### src/hw/rtl/rm2q_pkg.sv
// shared widths, types and constants of the rotation matrix to quaternion block
`default_nettype none

package rm2q_pkg;

	localparam int DATA_W   = 16;
	localparam int FRAC_W   = 14;
	localparam int RAD_W    = 17;
	localparam int NUM_W    = 17;
	localparam int TRACE_W  = 19;
	localparam int SQ_IN_W  = 33;
	localparam int SQ_OUT_W = 17;
	localparam int SQRT_LAT = 17;
	localparam int DIVD_W   = NUM_W + FRAC_W;
	localparam int DIV_LAT  = DIVD_W;
	localparam int QUART_W  = SQ_OUT_W - 2;
	localparam int SQR_W    = 31;
	localparam int Q_DEPTH  = 4;
	localparam int Q_PTR_W  = 2;
	localparam int Q_CNT_W  = 3;

	localparam logic [SQ_IN_W-1:0] UNIT_NORM = SQ_IN_W'(1) << (2 * FRAC_W);
	localparam logic signed [TRACE_W-1:0] ONE_FIX = TRACE_W'(1) << FRAC_W;

	// component that the square root feeds directly
	typedef enum logic [1:0] {
		SEL_X = 2'd0,
		SEL_Y = 2'd1,
		SEL_Z = 2'd2,
		SEL_W = 2'd3
	} sel_t;

	typedef struct packed {
		sel_t                    sel;
		logic [RAD_W-1:0]        rad;
		logic signed [NUM_W-1:0] num0;
		logic signed [NUM_W-1:0] num1;
		logic signed [NUM_W-1:0] num2;
	} job_t;

	typedef struct packed {
		logic signed [DATA_W-1:0] x;
		logic signed [DATA_W-1:0] y;
		logic signed [DATA_W-1:0] z;
		logic signed [DATA_W-1:0] w;
	} quat_t;

endpackage

`default_nettype wire

### src/hw/rtl/rm2q_queue.sv
// short job queue between front and back
`default_nettype none

module rm2q_queue (
	input  wire logic            clk,
	input  wire logic            arst_n,
	input  wire rm2q_pkg::job_t  wr_job,
	input  wire logic            push,
	input  wire logic            pop,
	output rm2q_pkg::job_t       rd_job,
	output logic                 full,
	output logic                 empty
);

	rm2q_pkg::job_t mem_q [rm2q_pkg::Q_DEPTH];
	logic [rm2q_pkg::Q_PTR_W-1:0] wr_ptr_q, rd_ptr_q;
	logic [rm2q_pkg::Q_CNT_W-1:0] cnt_q;
	logic do_push, do_pop;

	assign full    = (cnt_q == rm2q_pkg::Q_CNT_W'(rm2q_pkg::Q_DEPTH));
	assign empty   = (cnt_q == '0);
	assign do_push = push && !full;
	assign do_pop  = pop && !empty;
	assign rd_job  = mem_q[rd_ptr_q];

	always_ff @(posedge clk or negedge arst_n) begin
		if (!arst_n) begin
			wr_ptr_q <= '0;
			rd_ptr_q <= '0;
			cnt_q    <= '0;
		end else begin
			if (do_push) wr_ptr_q <= wr_ptr_q + 1'b1;
			if (do_pop)  rd_ptr_q <= rd_ptr_q + 1'b1;
			if (do_push && !do_pop) cnt_q <= cnt_q + 1'b1;
			else if (do_pop && !do_push) cnt_q <= cnt_q - 1'b1;
		end
	end

	always_ff @(posedge clk) begin
		if (do_push) begin
			mem_q[wr_ptr_q] <= wr_job;
		end
	end

endmodule

`default_nettype wire

### config.mk
export PLATFORM = sky130hd
export DESIGN_NAME = rm2q_queue
export DESIGN_NICKNAME = d
export VERILOG_FILES = /design/src/hw/rtl/rm2q_pkg.sv /design/src/hw/rtl/rm2q_queue.sv
export SDC_FILE = /design/constraint.sdc
export NUM_CORES = 1
export LEC_CHECK = 0
export BUFFER_PORTS_ARGS = -buffer_cell sky130_fd_sc_hd__buf_2
export CELL_PAD_IN_SITES_DETAIL_PLACEMENT = 1
export CELL_PAD_IN_SITES_GLOBAL_PLACEMENT = 2
export CORE_AREA = 3 3 167 169
export DETAILED_ROUTE_END_ITERATION = 16
export DIE_AREA = 0 0 170 172
export GPL_TIMING_DRIVEN = 0
export PLACE_DENSITY = 0.76
export SLEW_MARGIN = 25
export SYNTH_ARGS = -nofsm -noshare
export SYNTH_HDL_FRONTEND = slang
export SYNTH_SLANG_ARGS = --single-unit
export TNS_END_PERCENT = 50
### constraint.sdc
create_clock -name clk -period 3.05 [get_ports clk]
set_clock_uncertainty 0.1 [all_clocks]
set_input_delay 0.305 -clock clk [delete_from_list [all_inputs] [get_ports clk]]
set_output_delay 0.305 -clock clk [all_outputs]
set_load 0.05 [all_outputs]
==> qor.csv <==
stage,metric,value,unit
layout,post-route-util,0.5078,
floorplanning,die_w,170,um
timing,setup_viol,0,
setup_path,worst_setup_path_end_kind,output pin,
yosys,synth_fa_ha_area_frac,0.007789,
grt,grtUsageTotal,0.1455,
hold_path,hold_path_class,in2async,
routing,vias,4996,
timing,finalCriticalPeriod,2.718,ns
clock_network,htreeDepth,1,
routing,routedWlPerCell,20.68,um
place,port-buffer-count,145,
clock_network,cts_tree,built,
grt,grt_pass1_wl,32530,um
power_and_ir_drop,combPwrFrac,0.398,
yosys,synth_cells,402,
yosys,yosysSeqAreaShare,0.8096,
status,status,completed,
clock_network,cts.sinks,287,
floorplanning,die_h,172,um
routing,drt_iter0_drc,340,
routing,post_drt_via_cell_ratio,4.888,
setup_path,r2r-start,cnt_q[0],
place,placed_area,11880,um^2
timing,max_slew_margin,0.5558,
grt,grt_max_degree,41,
timing,finalMaxSlewViolations,0,
setup_path,rrSetupSlack,0.76,ns
yosys,synth_compound_area_frac,0,
power_and_ir_drop,clock_power_share,0.237,
clock_network,clk_pin_slew,0.06,ns
power_and_ir_drop,netSwitchingFraction,0.3767,
grt,antenna_found_initial,0,
yosys,synth-simple-area-share,0.005901,
setup_path,cp_data_arrival_time,2.31,ns
grt,first_global_vias,5718,
flow_run,max_cap_viol_count,0,
setup_path,start_kind,flop,
timing,whs,0.04955,ns
timing,finalHoldViolations,0,
place,gp_congestion,0.6957,
layout,drive_above_1_share,0.4156,
clock_network,cts_buffer_depth,3,
yosys,yosys.cell_types.count,22,
yosys,synth_area_leader_cell,edfxtp_1,
setup_path,timing.rr.end,cnt_q[2],
clock_network,ctsResizeCount,0,
layout,nets,737,
floorplanning,initial_utilization,0.3967,
setup_path,cp.required,2.64,ns
setup_path,reg2regPathDepth,8,
routing,drcViolationCount,0,
clock_network,numCtsBuffers,30,
floorplanning,core,26730,um^2
yosys,synthTopCellsByArea,"edfxtp_1 79%, mux4_2 14%, dfrtp_1 1.7%, buf_12 1.3%, ha_1 0.59%",
yosys,synth_warnings,0,
floorplanning,dieArea,29240,um^2
routing,dr_wl_met2,11350,um
power_and_ir_drop,peakVddDrop,0.8744,mV
setup_path,crit_fanout,10,
clock_network,clk_latency,0.53,ns
power_and_ir_drop,cellPowerDensity,1091,nW/um^2
timing,period_share,0.8912,
yosys,synth_top_family_by_area,multiplexers,
routing,final_antenna_net_count,0,
power_and_ir_drop,seqPwrFrac,0.365,
yosys,netlist_area,10600,um^2
setup_path,path_class,reg2out,
routing,routed_wl,21140,um
yosys,synth_top_area_frac,0.7931,
routing,met1_length,8321,um
routing,wl_met3,1036,um
floorplanning,pin_count,146,
timing,setup_tns,0,ns
yosys,muxShareOfSynthArea,0.1519,
power_and_ir_drop,p_leak,0.004728,uW
layout,antenna-diode-count,0,
power_and_ir_drop,internal-power,9232,uW
timing,worst_pin_slew,0.6662,ns
floorplanning,rows,60,
layout,syn_to_final_growth,28.02,%
layout,fin_area,13570,um^2
yosys,synth_nets,482,
yosys,synth_xor_area_frac,0.004957,
timing,fmaxAchievable,367.9,MHz
grt,grt_overflow,0,
timing,rsz0062_at_grt,false,
yosys,synth_area_per_cell,26.37,um^2
clock_network,root_buffer,clkbuf_16,
routing,dr.pass1.iters,4,
place,hpwl,13300,um
power_and_ir_drop,netSwitchingPower,5579,uW
yosys,synth-seq-cells,287,
routing,top_layer,met4,
-- sequential cells by signal (all words and copies together) (netlist names) --
register / cells
cnt_q: 3
mem_q: 280
rd_ptr_q: 2
wr_ptr_q: 2
-- cell type report --
cell class / count / area (um^2)
Clock inverter: 17 / 161.4
Clock buffer: 39 / 805.8
Inverter: 4 / 15.01
Timing Repair Buffer: 223 / 1567
Tap cell: 341 / 426.7
Sequential cell: 287 / 8583
Fill cell: 2373 / 13150
Buffer: 17 / 195.2
Multi-Input combinational cell: 94 / 1818
-- cells by family after synthesis --
kind of cell,Yosys count
DFF,287
and+or+nand+nor,10
adders and majority gates,6
xor gates and xnor gates,6
buffers and inverters,21
muxes,72
-- cells in the final DEF, fill, tap and decap left out, drive strengths merged --
cell,synthesis,routed
buf,16,167
inv,4,5
xnor2,4,4
bufinv,0,3
clkbuf,1,40
clkinvlp,0,1
fa,1,1
and2,4,4
nor2b,1,1
ha,5,5
dlygate4sd3,0,72
mux2,2,2
nor3b,1,1
xor2,2,2
dfrtp,7,7
edfxtp,280,280
nor2,1,1
or3,1,1
nand3,1,1
nand2,1,1
mux4,70,70
clkinv,0,12
-- power by group through the flow --
stage / registers, uW / clock network (uW) / logic [uW]
after floorplan: 5440 / 0 / 4510
after global placement: 5500 / 0 / 5740
after detailed placement: 5500 / 0 / 5920
after CTS: 5420 / 3620 / 6020
after global routing: 5470 / 3790 / 6240
final: 5400 / 3520 / 5890
-- metrics by stage --
step | std cells | power [uW] | setup WS [ns]
global placement | 888 | 11240 | -1.336
CTS | 1022 | 15060 | 0.1597
floorplan | 402 | 9959 | -0.07124
detailed placement | 894 | 11420 | 0.7346
finish | 1022 | 14810 | 0.3318
global route | 1022 | 15500 | 0.1490
-- worst max path at each step --
stage	from	to	slack (ns)	depth (start not counted)
final	rd_ptr_q[1]	rd_job[15]	0.33	4
after global routing	rd_ptr_q[1]	rd_job[30]	0.15	4
after CTS	rd_ptr_q[1]	rd_job[15]	0.16	4
after detailed placement	cnt_q[2]	mem_q[3][11]	0.73	5
after global placement	cnt_q[2]	mem_q[2][11]	-1.34	4
after floorplan	cnt_q[2]	mem_q[2][0]	-0.07	4
-- per-layer routing --
| layer | global-route usage | vias up |
|---|---|---|
| met5 | 0 | - |
| met3 | 0.02926 | 29 |
| met1 | 0.1773 | 2607 |
| li1 | - | 2231 |
| met2 | 0.2704 | 129 |
| met4 | 0.03104 | 0 |
-- synthesized netlist by cell type --
library cell,number
edfxtp_1,280
mux4_2,68
buf_2,8
buf_12,7
dfrtp_1,7
ha_1,5
and2_1,4
inv_1,4
xnor2_1,4
mux4_1,2
xor2_1,2
buf_6,1
clkbuf_1,1
fa_1,1
mux2_2,1
mux2_4,1
nand2_1,1
nand3_1,1
nor2_1,1
nor2b_1,1
nor3b_2,1
or3_1,1
-- what timing repair did --
item,in CTS,in global routing
hold buffers,72,0
setup endpoints to repair,0,0
endpoints found under the hold margin,289,0
buffers inserted,0,0
-- critical path: stages, from the launching register on --
cell,delay [ns]
dfrtp_1,0.32
clkbuf_1,0.45
buf_2,0.40
mux4_2,0.37
buf_2,0.23
Power figures use the tool's default switching activity.
