--- config.mk ---
export PLATFORM = sky130hd
export DESIGN_NAME = rm2q_front_flat
export DESIGN_NICKNAME = d
export VERILOG_FILES = /design/src/hw/rtl/rm2q_pkg.sv /design/src/hw/rtl/rm2q_mat_if.sv /design/src/hw/rtl/rm2q_front.sv /design/src/flat_wrapper.sv
export SDC_FILE = /design/constraint.sdc
export NUM_CORES = 1
export LEC_CHECK = 0
export ABC_CLOCK_PERIOD_IN_PS = 2300
export BUFFER_PORTS_ARGS = -buffer_cell sky130_fd_sc_hd__buf_4
export CORE_ASPECT_RATIO = 0.9
export CORE_UTILIZATION = 40
export DETAILED_ROUTE_END_ITERATION = 16
export PLACE_DENSITY = 0.68
export SYNTH_ARGS = -nofsm -noshare
export SYNTH_HDL_FRONTEND = slang
export SYNTH_SLANG_ARGS = --single-unit
--- constraint.sdc ---
create_clock -name clk -period 2.3 [get_ports clk]
set_input_delay 0.46 -clock clk [delete_from_list [all_inputs] [get_ports clk]]
set_output_delay 0.46 -clock clk [all_outputs]
set_load 0.03 [all_outputs]
--- src/hw/rtl/rm2q_pkg.sv ---
// shared widths, types and constants of the rotation matrix to quaternion block
`default_nettype none

package rm2q_pkg;

	localparam int DATA_W   = 16;
	localparam int FRAC_W   = 14;
	localparam int RAD_W    = 17;
	localparam int NUM_W    = 17;
	localparam int TRACE_W  = 19;
	localparam int SQ_IN_W  = 33;
	localparam int SQ_OUT_W = 17;
	localparam int SQRT_LAT = 17;
	localparam int DIVD_W   = NUM_W + FRAC_W;
	localparam int DIV_LAT  = DIVD_W;
	localparam int QUART_W  = SQ_OUT_W - 2;
	localparam int SQR_W    = 31;
	localparam int Q_DEPTH  = 4;
	localparam int Q_PTR_W  = 2;
	localparam int Q_CNT_W  = 3;

	localparam logic [SQ_IN_W-1:0] UNIT_NORM = SQ_IN_W'(1) << (2 * FRAC_W);
	localparam logic signed [TRACE_W-1:0] ONE_FIX = TRACE_W'(1) << FRAC_W;

	// component that the square root feeds directly
	typedef enum logic [1:0] {
		SEL_X = 2'd0,
		SEL_Y = 2'd1,
		SEL_Z = 2'd2,
		SEL_W = 2'd3
	} sel_t;

	typedef struct packed {
		sel_t                    sel;
		logic [RAD_W-1:0]        rad;
		logic signed [NUM_W-1:0] num0;
		logic signed [NUM_W-1:0] num1;
		logic signed [NUM_W-1:0] num2;
	} job_t;

	typedef struct packed {
		logic signed [DATA_W-1:0] x;
		logic signed [DATA_W-1:0] y;
		logic signed [DATA_W-1:0] z;
		logic signed [DATA_W-1:0] w;
	} quat_t;

endpackage

`default_nettype wire

--- src/hw/rtl/rm2q_mat_if.sv ---
// matrix input channel
`default_nettype none

interface rm2q_mat_if;
	logic valid;
	logic ready;
	logic signed [rm2q_pkg::DATA_W-1:0] m00, m01, m02, m10, m11, m12, m20, m21, m22;

	modport source (output valid, m00, m01, m02, m10, m11, m12, m20, m21, m22,
		input ready);
	modport sink (input valid, m00, m01, m02, m10, m11, m12, m20, m21, m22,
		output ready);
endinterface

`default_nettype wire

--- src/hw/rtl/rm2q_front.sv ---
// front end: branch choice, radicand and numerators, one register
`default_nettype none

module rm2q_front (
	input  wire logic   clk,
	input  wire logic   arst_n,
	rm2q_mat_if.sink    mat,
	output rm2q_pkg::job_t job,
	output logic        job_vld,
	input  wire logic   q_full
);

	logic signed [rm2q_pkg::TRACE_W-1:0] a00, a11, a22, t, rad;
	rm2q_pkg::job_t job_d, job_s1;
	logic vld_s1;
	logic accept;

	assign a00 = rm2q_pkg::TRACE_W'(mat.m00);
	assign a11 = rm2q_pkg::TRACE_W'(mat.m11);
	assign a22 = rm2q_pkg::TRACE_W'(mat.m22);
	assign t   = a00 + a11 + a22 + rm2q_pkg::ONE_FIX;

	always_comb begin
		job_d = '0;
		rad   = '0;
		priority if (t > 0) begin
			job_d.sel  = rm2q_pkg::SEL_W;
			rad        = t;
			job_d.num0 = rm2q_pkg::NUM_W'(mat.m12) - rm2q_pkg::NUM_W'(mat.m21);
			job_d.num1 = rm2q_pkg::NUM_W'(mat.m20) - rm2q_pkg::NUM_W'(mat.m02);
			job_d.num2 = rm2q_pkg::NUM_W'(mat.m01) - rm2q_pkg::NUM_W'(mat.m10);
		end else if (mat.m00 > mat.m11 && mat.m00 > mat.m22) begin
			job_d.sel  = rm2q_pkg::SEL_X;
			rad        = rm2q_pkg::ONE_FIX + a00 - a11 - a22;
			job_d.num0 = rm2q_pkg::NUM_W'(mat.m10) + rm2q_pkg::NUM_W'(mat.m01);
			job_d.num1 = rm2q_pkg::NUM_W'(mat.m02) + rm2q_pkg::NUM_W'(mat.m20);
			job_d.num2 = rm2q_pkg::NUM_W'(mat.m12) - rm2q_pkg::NUM_W'(mat.m21);
		end else if (mat.m11 > mat.m22) begin
			job_d.sel  = rm2q_pkg::SEL_Y;
			rad        = rm2q_pkg::ONE_FIX + a11 - a00 - a22;
			job_d.num0 = rm2q_pkg::NUM_W'(mat.m10) + rm2q_pkg::NUM_W'(mat.m01);
			job_d.num1 = rm2q_pkg::NUM_W'(mat.m21) + rm2q_pkg::NUM_W'(mat.m12);
			job_d.num2 = rm2q_pkg::NUM_W'(mat.m20) - rm2q_pkg::NUM_W'(mat.m02);
		end else begin
			job_d.sel  = rm2q_pkg::SEL_Z;
			rad        = rm2q_pkg::ONE_FIX + a22 - a00 - a11;
			job_d.num0 = rm2q_pkg::NUM_W'(mat.m20) + rm2q_pkg::NUM_W'(mat.m02);
			job_d.num1 = rm2q_pkg::NUM_W'(mat.m21) + rm2q_pkg::NUM_W'(mat.m12);
			job_d.num2 = rm2q_pkg::NUM_W'(mat.m01) - rm2q_pkg::NUM_W'(mat.m10);
		end
		// not a rotation: negative radicand clamps to zero
		job_d.rad = (rad > 0) ? rad[rm2q_pkg::RAD_W-1:0] : '0;
	end

	assign mat.ready = !vld_s1 || !q_full;
	assign accept    = mat.valid && mat.ready;

	always_ff @(posedge clk or negedge arst_n) begin
		if (!arst_n) begin
			vld_s1 <= 1'b0;
		end else if (accept) begin
			vld_s1 <= 1'b1;
		end else if (!q_full) begin
			vld_s1 <= 1'b0;
		end
	end

	always_ff @(posedge clk) begin
		if (accept) begin
			job_s1 <= job_d;
		end
	end

	assign job     = job_s1;
	assign job_vld = vld_s1;

endmodule

`default_nettype wire

--- src/flat_wrapper.sv ---
// flat-port wrapper written by rule: the top's interface ports become plain ports
module rm2q_front_flat 
  (clk, arst_n, job, job_vld, q_full, mat_valid, mat_m00, mat_m01, mat_m02, mat_m10, mat_m11, mat_m12, mat_m20, mat_m21, mat_m22, mat_ready);
  rm2q_mat_if mat_i ();
  input  wire logic clk;
  input  wire logic arst_n;
  output rm2q_pkg::job_t job;
  output logic job_vld;
  input  wire logic q_full;
  input wire logic [$bits(mat_i.valid)-1:0] mat_valid;
  input wire logic [$bits(mat_i.m00)-1:0] mat_m00;
  input wire logic [$bits(mat_i.m01)-1:0] mat_m01;
  input wire logic [$bits(mat_i.m02)-1:0] mat_m02;
  input wire logic [$bits(mat_i.m10)-1:0] mat_m10;
  input wire logic [$bits(mat_i.m11)-1:0] mat_m11;
  input wire logic [$bits(mat_i.m12)-1:0] mat_m12;
  input wire logic [$bits(mat_i.m20)-1:0] mat_m20;
  input wire logic [$bits(mat_i.m21)-1:0] mat_m21;
  input wire logic [$bits(mat_i.m22)-1:0] mat_m22;
  output wire logic [$bits(mat_i.ready)-1:0] mat_ready;
  assign mat_i.valid = mat_valid;
  assign mat_i.m00 = mat_m00;
  assign mat_i.m01 = mat_m01;
  assign mat_i.m02 = mat_m02;
  assign mat_i.m10 = mat_m10;
  assign mat_i.m11 = mat_m11;
  assign mat_i.m12 = mat_m12;
  assign mat_i.m20 = mat_m20;
  assign mat_i.m21 = mat_m21;
  assign mat_i.m22 = mat_m22;
  assign mat_ready = mat_i.ready;
  rm2q_front u_core (.clk(clk), .arst_n(arst_n), .mat(mat_i), .job(job), .job_vld(job_vld), .q_full(q_full));
endmodule
==> metrics.md, run 1 <==
| Metric | Value |
|---|---|
| Final Hold Fails | `0` |
| Gate Count Post-Synth | `1,839` |
| Initial antenna violation count | `1` |
| Area grow syn2layout | `55.5%` |
| Initial Util | `41.0%` |
| Slew @ Worst Pin | `657 ps` |
| Overall routed net length | `55.5 mm` |
| Row cnt | `66` |
| Most frequent cells after synthesis | `ha_1 (292), inv_1 (186), a21oi_1 (147)` |
| Final Slew Violations | `0` |
| Post-DP HPWL | `46.7 mm` |
| Seq/Total Area, Yosys | `14.2%` |
| Kind of critical path | `input port to flip-flop` |
| Worst setup EP type | `flip-flop` |
| Tmin final | `5280 ps` |
| Failing checks | `setup timing` |
| Max cap viols | `0` |
| Clk slew on worst S/H paths | `60 ps` |
| Top FF cell, synth | `edfxtp_1` |
| Leak | `0.0116 µW` |
| H-Tree Depth | `3` |
| WP data required | `2390 ps` |
| Worst setup SP type | `input port` |
| Synth async-reset ratio | `1.41%` |
| Port bufs | `219` |
| Internal Power | `9350 µW` |
| Final net count | `3,163` |
| Combinational Power Share | `78.7%` |
| Die span in y | `185 µm` |
| Vias in the first global route | `16,900` |
| Sw frac | `44.2%` |
| CTS max path bufs | `2` |
| Starting DRC count in detailed routing | `1,196` |
| Top-count cell post-synth | `ha_1` |
| First-pass GRT wire length | `85.4 mm` |
| Core area | `36,500 µm²` |
| Detailed Routing Iterations Pass 1 | `5` |
| Fill count | `3,122` |
| Pin count of the biggest net entering global routing | `34` |
| Clk sinks | `71` |
| DP Worst Slack | `-3480 ps` |
| Slowest stage delay, CP | `490 ps` |
| Fmax | `0.189 GHz` |
| Gr usage total | `28.7%` |
| Critical path arrival | `5370 ps` |
| DRC | `0` |
| Drt wl/cell | `17.5 µm` |
| Clk Latency, worst-skew pair | `350 ps` |
| GR Overflow Total | `0` |
| CTS Root Buffer Type | `clkbuf_16` |
| Synthesis warning total | `0` |
| Hold WS | `324 ps` |
| Slowest-stage cell, CP | `fa_1` |
| Number of buffers created by CTS | `9` |
| Clk pwr share | `8.1%` |
| VDD IR-drop max | `472 µV` |
| NetSw | `7420 µW` |
| Crit-path leading delay family | `simple AND/OR/NAND/NOR gates` |
| Clock skew | `13.6 ps` |
| Cell variety after synth | `90` |
| FF-to-FF setup slack | `900 ps` |
| Yosys top cell area share | `24.4%` |
| Die width | `206 µm` |
| P per Cell Area | `721 nW/µm²` |
| Synthesized flop and latch total | `71` |
| Syn_nets | `2,313` |
| Finish-stage setup viols | `70` |
| Mean area per synthesized cell | `8.14 µm²` |
| Final GP Congestion | `0.950` |
| Die ar. | `38,200 µm²` |
| Crit-path cells | `buf_8 -> fa_1 -> ha_2 -> fa_2 -> a211oi_4 -> o21ai_2 -> a41oi_2 -> o21ai_2 -> a31oi_2 -> xnor2_2 -> ha_2 -> nand2_1 -> nor4_1 -> o21a_1 -> o211ai_1 -> nand4b_1 -> or4_4 -> or3_4 -> a21oi_4 -> buf_6 -> a211oi_2 -> a41o_1 -> or3_1` |
| CTS tree | `built` |
| Status | `finished with violations` |
| Number of flops mapped to enable cells by yosys | `70` |
| WP buf/inv | `2` |
| Post-synth top area cell | `ha_1` |
| RSZ-0062 raised after global routing | `yes` |
| Setup ws final | `-2980 ps` |
| Reg power frac | `13.2%` |
| Share of cells above drive strength 1 | `38.6%` |
| Slew HR | `56.1%` |
| Post-Synthesis Cell Area | `15,000 µm²` |
| Tcrit/Tclk final | `229%` |
| Vias | `16,600` |
| Drt via density | `5.25` |
| Crit-path max FO | `5` |
| I/O pin cnt | `220` |
| Final ANT Viol Nets | `0` |
| Hold Crit Class | `input port to flip-flop` |
| Top cells by area, synth | `ha_1 (24%), edfxtp_1 (14%), xnor2_1 (7.4%), a21oi_1 (4.9%), inv_1 (4.7%)` |
[worst reg2reg max path: stages (launching register included)]
cell     delay (ps)
dfrtp_1         370
nand2_1         100
and2_4          380
buf_12          240
[power groups by stage]
stage | Sequential (µW) | Clock [µW] | Combinational [µW]
floorplan | 2780 | 0 | 5700
global placement | 2240 | 0 | 11200
detailed placement | 2240 | 0 | 11400
CTS | 2220 | 1370 | 12700
global route | 2230 | 1410 | 14200
finish | 2220 | 1360 | 13200
[cells by family after synthesis]
kind of cell | share of synthesized area, %
fa+ha+maj | 29.3
buf+inv | 6.46
simple gates | 14.8
xor+xnor | 10.4
flops | 14.2
mux | 0.611
compound gates | 24.2
[sequential cells by signal, summed over array words and instances (netlist names)]
signal and count:
u_core.job_vld 1, u_core.job 70
[cell type report]
class                           count  area (µm²)  area share (%)
Antenna cell                        1        2.50          0.0108
Clock buffer                        9         225           0.968
Timing Repair Buffer              894        7030            30.2
Multi-Input combinational cell   1527       12500            53.8
Clock inverter                      6        52.6           0.226
Tap cell                          476         596            2.56
Sequential cell                    71        2130            9.15
Inverter                          186         706            3.03
[metrics by stage]
| step | util [%] | total power, µW | std cells | instance area (µm²) | TNS (ps) |
|---|---|---|---|---|---|
| final | 63.7 | 16800 | 3170 | 23300 | -201010 |
| after global routing | 63.7 | 17800 | 3170 | 23300 | -211790 |
| after CTS | 62.9 | 16300 | 3163 | 23000 | -201100 |
| after detailed placement | 60.1 | 13700 | 3118 | 21900 | -236540 |
| after global placement | 60.1 | 13400 | 3118 | 21900 | -228410 |
| after floorplan | - | 8480 | 1839 | 15100 | -187610 |
[repair_timing]
item | 4_1_cts | 5_1_grt
buffers inserted | 25 | 11
pin swaps | 54 | 38
hold buffers | 1 | 0
setup endpoints to repair | 70 | 70
gates cloned | 5 | 0
resized for setup | 114 | 63
endpoints found under the hold margin | 1 | 0
[per-layer routing]
| metal | up-vias | global-route usage, % | wire, µm |
|---|---|---|---|
| met5 | - | 0 | 0 |
| met4 | 0 | 9.00 | 1510 |
| met3 | 90 | 1.70 | 2780 |
| met2 | 491 | 52.2 | 27500 |
| met1 | 7768 | 36.2 | 23800 |
| li1 | 8292 | - | - |
[cell usage in the layout (no fill, tap or decap), types with 25 or more instances in the layout]
cell	count
fa_1	32
xor2_1	51
xnor2_1	121
a21o_1	42
nor3_1	43
o21bai_1	26
buf_6	25
o211ai_1	26
inv_1	184
edfxtp_1	70
a21oi_1	134
o21ai_0	74
nor2b_1	29
o21a_1	25
ha_1	286
buf_4	848
nor2_1	121
nand2_1	110
[path summary, 6_finish.rpt]
check / cells after the start / endpoint / start
max: 23 / u_core.job[31] / mat_m22[1]
min: 2 / u_core.job_vld / mat_valid
max reg2reg: 3 / u_core.job[61] / u_core.job_vld
min reg2reg: 2 / u_core.job_vld / u_core.job_vld
max in group asynchronous: 2 / u_core.job_vld / arst_n
min in group asynchronous: 2 / u_core.job_vld / arst_n
(Power assumes the default switching activity.)
==> run 2, diff against run 1 <==
--- a/config.mk
+++ b/config.mk
@@ -10,7 +10,10 @@
 export CORE_ASPECT_RATIO = 0.9
 export CORE_UTILIZATION = 40
 export DETAILED_ROUTE_END_ITERATION = 16
+export MAX_ROUTING_LAYER = met4
 export PLACE_DENSITY = 0.68
+export SKIP_LAST_GASP = 1
 export SYNTH_ARGS = -nofsm -noshare
 export SYNTH_HDL_FRONTEND = slang
 export SYNTH_SLANG_ARGS = --single-unit
+export TNS_END_PERCENT = 5
==> metrics.md, run 2 (synthesis results as in run 1) <==
| Metric | Value |
|---|---|
| Status | `finished with violations` |
| Failing checks | `setup timing` |
| Port bufs | `219` |
| Slew HR | `51.6%` |
| Die ar. | `38,200 µm²` |
| Most frequent cells in the layout | `buf_4 (837), ha_1 (288), inv_1 (184)` |
| Row cnt | `66` |
| Share of cells above drive strength 1 | `35.1%` |
| Tmin final | `5260 ps` |
| Max cap viols | `0` |
| Sw frac | `44.4%` |
| Detailed Routing Iterations Pass 1 | `5` |
| DP Worst Slack | `-3490 ps` |
| Vias in the first global route | `16,700` |
| Fill count | `3,249` |
| Initial Util | `41.0%` |
| End of the worst hold path | `u_core.job_vld` |
| Leak | `0.0112 µW` |
| VDD IR-drop max | `408 µV` |
| Finished Cell Area | `22,400 µm²` |
| Slew @ Worst Pin | `724 ps` |
| CTS max path bufs | `2` |
| Final net count | `3,124` |
| Final Hold Fails | `0` |
| Vias | `16,600` |
| Crit-path max FO | `6` |
| Drt wl/cell | `17.6 µm` |
| Final ANT Viol Nets | `0` |
| GR Overflow Total | `0` |
| Reg power frac | `14.3%` |
| CTS Root Buffer Type | `clkbuf_16` |
| Internal Power | `8580 µW` |
| Hold Crit Class | `input port to flip-flop` |
| Combinational Power Share | `76.3%` |
| Commonest non-fill, non-tap cell in the layout | `buf_4` |
| Worst setup EP type | `flip-flop` |
| Tcrit/Tclk final | `229%` |
| Critical path arrival | `5350 ps` |
| Kind of critical path | `input port to flip-flop` |
| First-pass GRT wire length | `85.1 mm` |
| Clock skew | `10.2 ps` |
| Reg-to-Reg Start | `u_core.job_vld` |
| P per Cell Area | `690 nW/µm²` |
| FF-to-FF setup slack | `840 ps` |
| Post-DP HPWL | `47.6 mm` |
| Clk Latency, worst-skew pair | `340 ps` |
| Setup ws final | `-2960 ps` |
| Core area | `36,500 µm²` |
| Die width | `206 µm` |
| RSZ-0062 raised after global routing | `yes` |
| Fmax | `0.190 GHz` |
| DRC | `0` |
| Clk pwr share | `9.4%` |
| Clk slew on worst S/H paths | `70 ps` |
| Number of buffers created by CTS | `9` |
| ANT cells | `0` |
| Clk sinks | `71` |
| Final GP Congestion | `0.964` |
| R2R Path End | `u_core.job[13]` |
| I/O pin cnt | `220` |
| Pin count of the biggest net entering global routing | `28` |
| Overall routed net length | `55.1 mm` |
| Largest register FFs | `70` |
| WP data required | `2390 ps` |
| H-Tree Depth | `3` |
| Hold Crit Depth | `2` |
| NetSw | `6870 µW` |
| Finish-stage setup viols | `70` |
| CTS tree | `built` |
| Initial antenna violation count | `0` |
| Final Slew Violations | `0` |
| Hold WS | `329 ps` |
| Placed cell area | `21,800 µm²` |
| Drt via density | `5.29` |
| Die span in y | `185 µm` |
| Starting DRC count in detailed routing | `900` |
| Reg2reg path depth | `3` |
| Area grow syn2layout | `49.7%` |
| Worst Hold Launch | `mat_valid` |
| Worst setup SP type | `input port` |
| Gr usage total | `29.4%` |
-- run 2: changes by cell type in the layout (fill, tap and decap cells not counted), sizes merged --
| cell | previous run | this run |
|---|---|---|
| clkbuf | 10 | 9 |
| diode | 1 | 0 |
| clkinv | 4 | 3 |
| inv | 184 | 186 |
| buf | 892 | 854 |
-- run 2: power by group through the flow --
stage / registers [µW] / clock network [µW] / logic, µW
floorplan: 2790 / 0 / 5620
global placement: 2240 / 0 / 11100
detailed placement: 2240 / 0 / 11300
CTS: 2220 / 1450 / 11600
global route: 2230 / 1490 / 12800
finish: 2210 / 1450 / 11800
-- run 2: routing by layer --
metal / global-route usage [%] / wire [µm]
met3: 1.40 / 2150
met4: 9.32 / 1710
met1: 36.0 / 24400
met2: 52.1 / 26900
met5: - / 0
-- run 2: worst max path at each step --
stage	start	to	slack [ps]	depth (start not counted)
floorplan	mat_m22[1]	u_core.job[6]	-2820	22
global placement	mat_m11[1]	u_core.job[6]	-3330	25
detailed placement	mat_m11[1]	u_core.job[6]	-3490	25
CTS	mat_m11[1]	u_core.job[7]	-2950	25
global route	mat_m11[1]	u_core.job[19]	-3280	25
finish	mat_m11[1]	u_core.job[7]	-2960	25
-- run 2: critical path: stages --
cell,delay (ps)
buf_6,100
buf_6,110
fa_1,460
ha_2,200
fa_2,380
a211oi_4,250
o21ai_2,110
a41oi_2,200
o21ai_2,80
a31oi_1,200
xnor2_1,180
ha_2,230
nand2_2,60
nor4_4,130
o21a_1,160
o211ai_1,70
nand4b_1,210
or4_4,460
or3_4,380
a21oi_2,160
buf_6,160
o21ai_1,90
buf_4,180
o22a_1,210
o21a_1,100
-- run 2: repair_timing --
item	CTS	global route
resized for setup	24	17
endpoints found under the hold margin	1	0
pin swaps	14	9
setup endpoints to repair	70	70
hold buffers	1	0
cloned	3	0
buffers inserted	5	4
-- run 2: metrics by stage --
| stage | setup TNS (ps) | cells | util, % | total power, µW |
|---|---|---|---|---|
| after global routing | -218340 | 3131 | 61.3 | 16500 |
| after CTS | -197330 | 3127 | 61.1 | 15300 |
| final | -198760 | 3131 | 61.3 | 15400 |
| after floorplan | -234050 | 1839 | - | 8410 |
| after detailed placement | -235320 | 3102 | 59.8 | 13500 |
| after global placement | -221130 | 3102 | 59.8 | 13300 |
-- run 2: cell type report --
class                           instances  area, µm²  share of cell area [%]
Sequential cell                        71       2130                    9.50
Clock buffer                            9        225                    1.01
Tap cell                              476        596                    2.66
Clock inverter                          7       72.6                   0.324
Multi-Input combinational cell       1527      12100                    53.9
Inverter                              186        702                    3.13
Timing Repair Buffer                  855       6600                    29.5
